`src/design/segmented_prime_sieve_assert.svh`:
```
// Assertion macros for the sieve modules; the datapath uses them.
// Each macro expects clk_i, and SPS_ASSERT also rst_ni, to be visible where it is used.
`ifndef SEGMENTED_PRIME_SIEVE_ASSERT_SVH
`define SEGMENTED_PRIME_SIEVE_ASSERT_SVH
`ifndef NO_ASSERTIONS
`define SPS_ASSERT(lbl, prop) \
  lbl: assert property (@(posedge clk_i) disable iff (!rst_ni) prop) \
    else $error("sieve assertion failed");
`define SPS_ASSERT_ALWAYS(lbl, prop) \
  lbl: assert property (@(posedge clk_i) prop) \
    else $error("sieve assertion failed");
`else
`define SPS_ASSERT(lbl, prop)
`define SPS_ASSERT_ALWAYS(lbl, prop)
`endif
`endif

```
`src/design/sps_pkg.sv`:
```
`timescale 1ns / 1ps
package sps_pkg;

  localparam int SEGMENT_DEPTH = 16384;
  localparam int NUM_W         = 32;
  localparam int LEN_W         = 15;
  localparam int WALK_W        = 33;

  localparam logic [1:0] KIND_START   = 2'd0;
  localparam logic [1:0] KIND_STRIKE  = 2'd1;
  localparam logic [1:0] KIND_EXAMINE = 2'd2;

  localparam logic CFG_BASE   = 1'b0;
  localparam logic CFG_LENGTH = 1'b1;

  typedef struct packed {
    logic [1:0]       kind;
    logic [NUM_W-1:0] known_prime;
  } in_t;

  typedef struct packed {
    logic             found;
    logic [NUM_W-1:0] prime_value;
    logic             last;
  } out_t;

  typedef enum logic [2:0] {
    ST_IDLE,
    ST_FILL,
    ST_DIV,
    ST_WALK,
    ST_EXAM
  } state_e;

  typedef struct packed {
    logic take;
    logic fill_step;
    logic walk_load_div;
    logic walk_step;
    logic exam_load;
  } cmd_t;

  typedef struct packed {
    logic p_ge2;
    logic fill_last;
    logic div_done;
    logic walk_done;
    logic out_free;
    logic exam_found;
  } status_t;

endpackage

```
`src/design/sps_ctrl.sv`:
```
`timescale 1ns / 1ps
// Sieve sequencer: takes one item and steps the datapath through its work.
module sps_ctrl (
  input  logic              clk_i,
  input  logic              rst_ni,
  input  logic              in_valid_i,
  input  logic [1:0]        in_kind_i,
  output logic              in_stall_o,
  output sps_pkg::cmd_t     cmd_o,
  input  sps_pkg::status_t  st_i
);

  sps_pkg::state_e state_q, state_d;

  always_ff @(posedge clk_i or negedge rst_ni) begin
    if (!rst_ni) begin
      state_q <= sps_pkg::ST_IDLE;
    end else begin
      state_q <= state_d;
    end
  end

  always_comb begin
    state_d    = state_q;
    cmd_o      = '0;
    in_stall_o = 1'b1;
    unique case (state_q)
      sps_pkg::ST_IDLE: begin
        in_stall_o = 1'b0;
        if (in_valid_i) begin
          cmd_o.take = 1'b1;
          unique case (in_kind_i)
            sps_pkg::KIND_START:   state_d = sps_pkg::ST_FILL;
            sps_pkg::KIND_STRIKE:  state_d = st_i.p_ge2 ? sps_pkg::ST_DIV : sps_pkg::ST_IDLE;
            sps_pkg::KIND_EXAMINE: state_d = sps_pkg::ST_EXAM;
            default:               state_d = sps_pkg::ST_IDLE;
          endcase
        end
      end
      sps_pkg::ST_FILL: begin
        cmd_o.fill_step = 1'b1;
        if (st_i.fill_last) begin
          state_d = sps_pkg::ST_IDLE;
        end
      end
      sps_pkg::ST_DIV: begin
        if (st_i.div_done) begin
          cmd_o.walk_load_div = 1'b1;
          state_d = sps_pkg::ST_WALK;
        end
      end
      sps_pkg::ST_WALK: begin
        if (st_i.walk_done) begin
          state_d = sps_pkg::ST_IDLE;
        end else begin
          cmd_o.walk_step = 1'b1;
        end
      end
      sps_pkg::ST_EXAM: begin
        if (st_i.out_free) begin
          cmd_o.exam_load = 1'b1;
          state_d = st_i.exam_found ? sps_pkg::ST_WALK : sps_pkg::ST_IDLE;
        end
      end
      default: state_d = sps_pkg::ST_IDLE;
    endcase
  end

endmodule

```
`config.mk`:
```
export PLATFORM = sky130hd
export DESIGN_NAME = sps_ctrl
export DESIGN_NICKNAME = d
export VERILOG_FILES = /design/src/design/segmented_prime_sieve_assert.svh /design/src/design/sps_pkg.sv /design/src/design/sps_ctrl.sv
export SDC_FILE = /design/constraint.sdc
export NUM_CORES = 1
export LEC_CHECK = 0
export CORE_AREA = 2 2 39 41
export CTS_BUF_LIST = sky130_fd_sc_hd__clkbuf_4
export DETAILED_ROUTE_END_ITERATION = 6
export DIE_AREA = 0 0 41 43
export DONT_BUFFER_PORTS = 1
export SYNTH_ARGS = -nofsm -noshare
export SYNTH_HDL_FRONTEND = slang
export SYNTH_SLANG_ARGS = --single-unit
```
`constraint.sdc`:
```
create_clock -name clk_i -period 1.14 [get_ports clk_i]
set_input_delay 0.171 -clock clk_i [delete_from_list [all_inputs] [get_ports clk_i]]
set_output_delay 0.171 -clock clk_i [all_outputs]
set_load 0.01 [all_outputs]
```
==> out/qor.csv, run 1 <==
metric,value,unit
crit start category,flop,
Seq cells post-synth,3,
Syn Inst Count,31,
share of the synthesized area in the top cell type,28.4,%
RSZ-0062 raised after global routing,true,
CTS sink count,3,
VDD IR-drop max,0.550,mV
YS warnings,0,
worst r2r src,state_q[2],
I/O pin cnt,17,
violated checks,negative setup slack,
max cap viols,0,
Hold Path Origin,in_kind_i[0],
r2r setup slk,-50,ps
first-pass GRT wire length,1180,um
Finished Cell Area,509,um2
crit path DAT,1210,ps
Core Area,1380,um2
max reg flops,3,
"Req. time, crit path",970,ps
Crit. End Element,output port,
sequential area share after synthesis,28.4,%
post-synth top area cell,dfrtp_1,
worst path bufs/invs,1,
share of layout cells above drive strength 1,68.1,%
Skew-Pair Late Insertion Delay,230,ps
WL met2,467,um
FF+latch area,78.8,um2
Syn Nets,42,
"Endpoint, Worst Hold",state_q[2],
Rows,14,
met3 wire len,85,um
Setup TNS Final,-1330,ps
Mapped Area,264,um2
nets@finish,59,
sequence of cells on the critical path,or3_4 > buf_6,
die width,41,um
Tmin final,1380,ps
largest net degree at the start of global routing,9,
Post-Syn Area per Cell,8.52,um2
drt first-iter violations,5,
TritonCTS clock tree,yes,
Total Power,1.23,mW
Via Count,292,
area used by multi-input combinational logic,235,um2
clk slew on worst S/H paths,30,ps
Routed Antenna Nets,0,
Max-slew headroom,85.4,%
drt pass-1 iters,4,
port bufs,0,
Hold Path Cell Cnt,3,
Largest Register,state_q,
root buffer cell,clkbuf_4,
final worst slack,-244,ps
status,finished with violations,
top flop regs,state_q: 3 flops,
"Largest delay share family, worst path",flip-flops,
GPL Wtd Cong,0.756,
Top Layer Used,met3,
final worst-path cycle share,121,%
Hold WS,170,ps
PwrDens,2410,nW/um2
# fillers,153,
Leak,0.216,nW
htree depth,1,
Detail Placement HPWL,528,um
initial antenna violation count,0,
"critical path fanouts, max",6,
WL met1,288,um
largest cells by area after synthesis,"dfrtp_1 (28%), buf_6 (8.5%), nor4bb_1 (7.6%)",
Final Setup Violations,9,
number of global-route vias before repair,293,
WS Path Type,reg -> out,
"Slowest-stage cell, CP",dfrtp_2,
number of diodes,0,
Total GRT Usage,10.4,%
DIE AREA,1760,um2
chip height,43,um
clock skew,1.10,ps
Area Overhead vs Synth,92.9,%
starting density of the core,19.1,%
max-slew violations,0,
DRC Markers,0,
total grt overflow,0,
vias per cell,4.63,
HP Class,in -> reg,
worst slew pin tran,216,ps
worst reg2reg path endpoint,state_q[0],
critical path's largest stage delay,450,ps
clk buf depth,2,
"Cell Area, Placed",319,um2
routed len/inst,13.3,um
TritonCTS Buffers,3,
count of cell types in the netlist,20,
r2r worst-path depth,4,
maximum clock rate,0.723,GHz
WL final,841,um
Final Hold Vio Count,0,
synthesized netlist by cell type:
| library cell | number |
|---|---|
| a21bo_2 | 1 |
| a21oi_1 | 2 |
| a32o_1 | 1 |
| and2_1 | 1 |
| buf_6 | 2 |
| dfrtp_1 | 3 |
| inv_1 | 2 |
| mux2i_1 | 1 |
| nand2_1 | 3 |
| nand2b_1 | 1 |
| nand3b_1 | 1 |
| nand4b_1 | 2 |
| nor2_1 | 2 |
| nor2b_1 | 1 |
| nor3_1 | 2 |
| nor3b_1 | 1 |
| nor4bb_1 | 2 |
| o21ai_0 | 1 |
| o21bai_1 | 1 |
| or3_1 | 1 |
tightest hold or removal path: cells and delay by family:
kind / cells / cell delay (ps)
AOI/OAI and AO/OA: 1 / 110
and+or+nand+nor: 2 / 80
logic make-up (layout without fill, tap and decap cells):
logic type             count (synthesis)  in the layout  synth area share, %
buffers and inverters                  4             20                 11.4
DFF                                    3              3                 28.4
muxes                                  1              1                 3.79
AOI/OAI and AO/OA                      6              6                 16.1
and+or+nand+nor                       17             17                 40.3
how the worst max path moves through the flow:
stage | start | end | cells after the start
floorplan | state_q[1] | cmd_o[4] | 3
global placement | state_q[0] | cmd_o[1] | 3
detailed placement | state_q[0] | cmd_o[1] | 3
CTS | state_q[0] | in_stall_o | 2
global route | state_q[0] | in_stall_o | 2
finish | state_q[0] | in_stall_o | 2
per-stage QoR:
step                util (%)  worst slack [ps]  instances
global route            36.8              -291         63
floorplan                  -             -38.1         31
detailed placement      23.1             -63.5         51
global placement        23.1             -21.6         51
CTS                     29.6              -235         59
finish                  36.8              -244         63
timing repair:
item                       in CTS  in global routing
pin swaps                       3                  5
hold endpoints to repair        3                  0
hold buffers                    1                  0
gates resized for setup         7                 15
buffers inserted                3                  4
setup endpoints to repair       7                  9
power breakdown:
| part | internal (mW) | switching [mW] |
|---|---|---|
| Clock | 0.154 | 0.0495 |
| Combinational | 0.505 | 0.285 |
| Sequential | 0.154 | 0.0790 |
cells in the final DEF, fill, tap and decap left out, drive strengths merged:
master | Yosys | layout
a21bo | 1 | 1
a21oi | 2 | 2
a32o | 1 | 1
and2 | 1 | 1
buf | 2 | 13
clkbuf | 0 | 4
dfrtp | 3 | 3
dlygate4sd3 | 0 | 1
inv | 2 | 2
mux2i | 1 | 1
nand2 | 3 | 3
nand2b | 1 | 1
nand3b | 1 | 1
nand4b | 2 | 2
nor2 | 2 | 2
nor2b | 1 | 1
nor3 | 2 | 2
nor3b | 1 | 1
nor4bb | 2 | 2
o21ai | 1 | 1
o21bai | 1 | 1
or3 | 1 | 1
routing by layer:
layer | GRT usage [%] | vias up
li1 | - | 143
met1 | 10.7 | 139
met2 | 16.3 | 10
met3 | 3.14 | 0
met4 | 8.00 | 0
met5 | 0 | -
layout make-up:
| cell class | count | area share, % |
|---|---|---|
| flip-flops and latches | 3 | 15.5 |
| repair buffers | 14 | 27.0 |
| clock buffers | 4 | 5.90 |
| multi-input cells | 24 | 46.2 |
| inverters | 2 | 1.47 |
| well taps | 16 | 3.93 |
(Power assumes the default switching activity.)
==> run 2: changes to the inputs <==
Settings changed: GPL_TIMING_DRIVEN from default to 0.
==> out/qor.csv, run 2 (synthesized netlist as in run 1, its figures left out) <==
metric,value,unit,change
nets@finish,55,,-6.8%
worst slew pin tran,380,ps,+164 ps
Final Setup Violations,8,,-1
starting density of the core,19.1,%,unchanged
# fillers,143,,-6.5%
Final Core Density,32.6,%,-4.2 points
I/O pin cnt,17,,unchanged
WL final,794,um,-5.6%
"Req. time, crit path",970,ps,about the same
Crit. Startpoint,state_q[0],,
Core Area,1380,um2,unchanged
number of diodes,0,,unchanged
r2r worst-path depth,6,,+2
critical path's largest stage delay,440,ps,about the same
worst reg2reg path endpoint,state_q[2],,
Largest Register,state_q,,
max cap viols,0,,unchanged
drt first-iter violations,2,,-3
Finished Cell Area,452,um2,-11%
clk slew on worst S/H paths,40,ps,about the same
final worst-path cycle share,122,%,+0.53 points
die width,41,um,unchanged
initial antenna violation count,0,,unchanged
"Largest delay share family, worst path",simple AND/OR/NAND/NOR gates,,
total grt overflow,0,,unchanged
Max-slew headroom,74.6,%,-11 points
Routed Antenna Nets,0,,unchanged
"Slowest-stage cell, CP",dfrtp_2,,
HP Class,in -> reg,,
final worst slack,-250,ps,-6.07 ps
crit path DAT,1220,ps,about the same
Area Overhead vs Synth,71.1,%,
DIE AREA,1760,um2,unchanged
sequence of cells on the critical path,or3_4 > nor2_4,,
r2r setup slk,-200,ps,-150 ps
drt pass-1 iters,2,,-2
DRC Markers,0,,unchanged
root buffer cell,clkbuf_4,,
worst path bufs/invs,0,,-1
Leak,0.188,nW,-13%
"most common cell after layout, fill and taps aside",buf_4,,
routed len/inst,13.5,um,+0.81%
number of global-route vias before repair,278,,-5.1%
top flop regs,state_q: 3 flops,,
clk buf depth,2,,unchanged
max reg flops,3,,unchanged
WS Path Type,reg -> out,,
Total Power,1.04,mW,-16%
RSZ-0062 raised after global routing,true,,
Crit. End Element,output port,,
Via Count,270,,-7.5%
vias per cell,4.58,,-1.3%
"critical path fanouts, max",5,,-1
Post-Layout Cell Count,59,,-6.3%
TritonCTS Buffers,3,,unchanged
Skew-Pair Late Insertion Delay,230,ps,about the same
Worst path depth,2,,unchanged
status,finished with violations,,
PwrDens,2290,nW/um2,-4.9%
"Cell Area, Placed",297,um2,-7.1%
VDD IR-drop max,0.571,mV,+3.9%
Tmin final,1390,ps,+6.07 ps
TritonCTS clock tree,yes,,
chip height,43,um,unchanged
placed cell count,47,,-7.8%
htree depth,1,,unchanged
Setup TNS Final,-1230,ps,+101 ps
Rows,14,,unchanged
violated checks,negative setup slack,,
crit start category,flop,,
Final Hold Vio Count,0,,unchanged
CTS sink count,3,,unchanged
max-slew violations,0,,unchanged
largest net degree at the start of global routing,10,,+1
GPL Wtd Cong,0.733,,-3.1%
worst r2r src,state_q[2],,
critical path endpoint,cmd_o[4],,
share of layout cells above drive strength 1,55.8,%,-12 points
highest-count cells in the layout ignoring fill and taps,"buf_4 (6), clkbuf_4 (4)",,
port bufs,0,,unchanged
Total GRT Usage,10.5,%,+0.10 points
maximum clock rate,0.720,GHz,-0.44%
clock skew,1.43,ps,+0.330 ps
first-pass GRT wire length,1200,um,+1.8%
-- run 2: repair_timing --
| item | 4_1_cts | 5_1_grt |
|---|---|---|
| endpoints found under the setup margin | 7 | 9 |
| hold buffers | 1 | 0 |
| hold endpoints to repair | 3 | 0 |
| pin swaps | 1 | 3 |
| resized for setup | 7 | 6 |
| setup buffers | 5 | 4 |
-- run 2: routing by layer --
| layer | wire, um | GRT usage (%) | vias to the layer above |
|---|---|---|---|
| li1 | - | - | 135 |
| met1 | 305 | 12.0 | 125 |
| met2 | 428 | 13.4 | 10 |
| met3 | 60 | 6.28 | 0 |
| met4 | 0 | 8.00 | 0 |
| met5 | 0 | 0 | - |
-- run 2: worst reg2reg max path, stage by stage (launching register included) --
cell,delay [ps]
dfrtp_1,370
buf_6,130
buf_4,130
buf_6,120
nor4bb_4,260
a21oi_1,60
nor3_1,180
-- run 2: cell type report --
| cell class | count | area [um2] | area share (%) |
|---|---|---|---|
| Multi-Input combinational cell | 24 | 220 | 48.8 |
| Timing Repair Buffer | 9 | 86.3 | 19.1 |
| Sequential cell | 3 | 76.3 | 16.9 |
| Clock buffer | 4 | 30.0 | 6.65 |
| Tap cell | 16 | 20.0 | 4.43 |
| Buffer | 1 | 11.3 | 2.49 |
| Inverter | 2 | 7.51 | 1.66 |
-- run 2: how the worst min path moves through the flow --
stage            endpoint    startpoint  slack [ps]  depth (start not counted)
6_report       state_q[2]  in_kind_i[0]         170                          3
5_1_grt        state_q[1]        rst_ni         190                          1
4_1_cts        state_q[2]  in_kind_i[0]         160                          3
3_5_place_dp   state_q[1]        rst_ni        -120                          0
3_3_place_gp   state_q[1]        rst_ni        -120                          0
2_1_floorplan  state_q[0]        rst_ni        -120                          0
-- run 2: where the power goes --
part / leakage (nW) / switching (mW) / total [mW] / internal, mW
registers: 0.0374 / 0.0524 / 0.202 / 0.150
logic: 0.132 / 0.266 / 0.623 / 0.357
clock network: 0.0184 / 0.0556 / 0.211 / 0.155
total: 0.188 / 0.374 / 1.04 / 0.661
-- run 2: through the flow --
step / setup slack [ps] / hold WS [ps]
2_1_floorplan: -38.1 / -125
3_3_place_gp: -67.2 / -125
3_5_place_dp: -62.1 / -125
4_1_cts: -263 / 156
5_1_grt: -299 / 189
6_report: -250 / 174
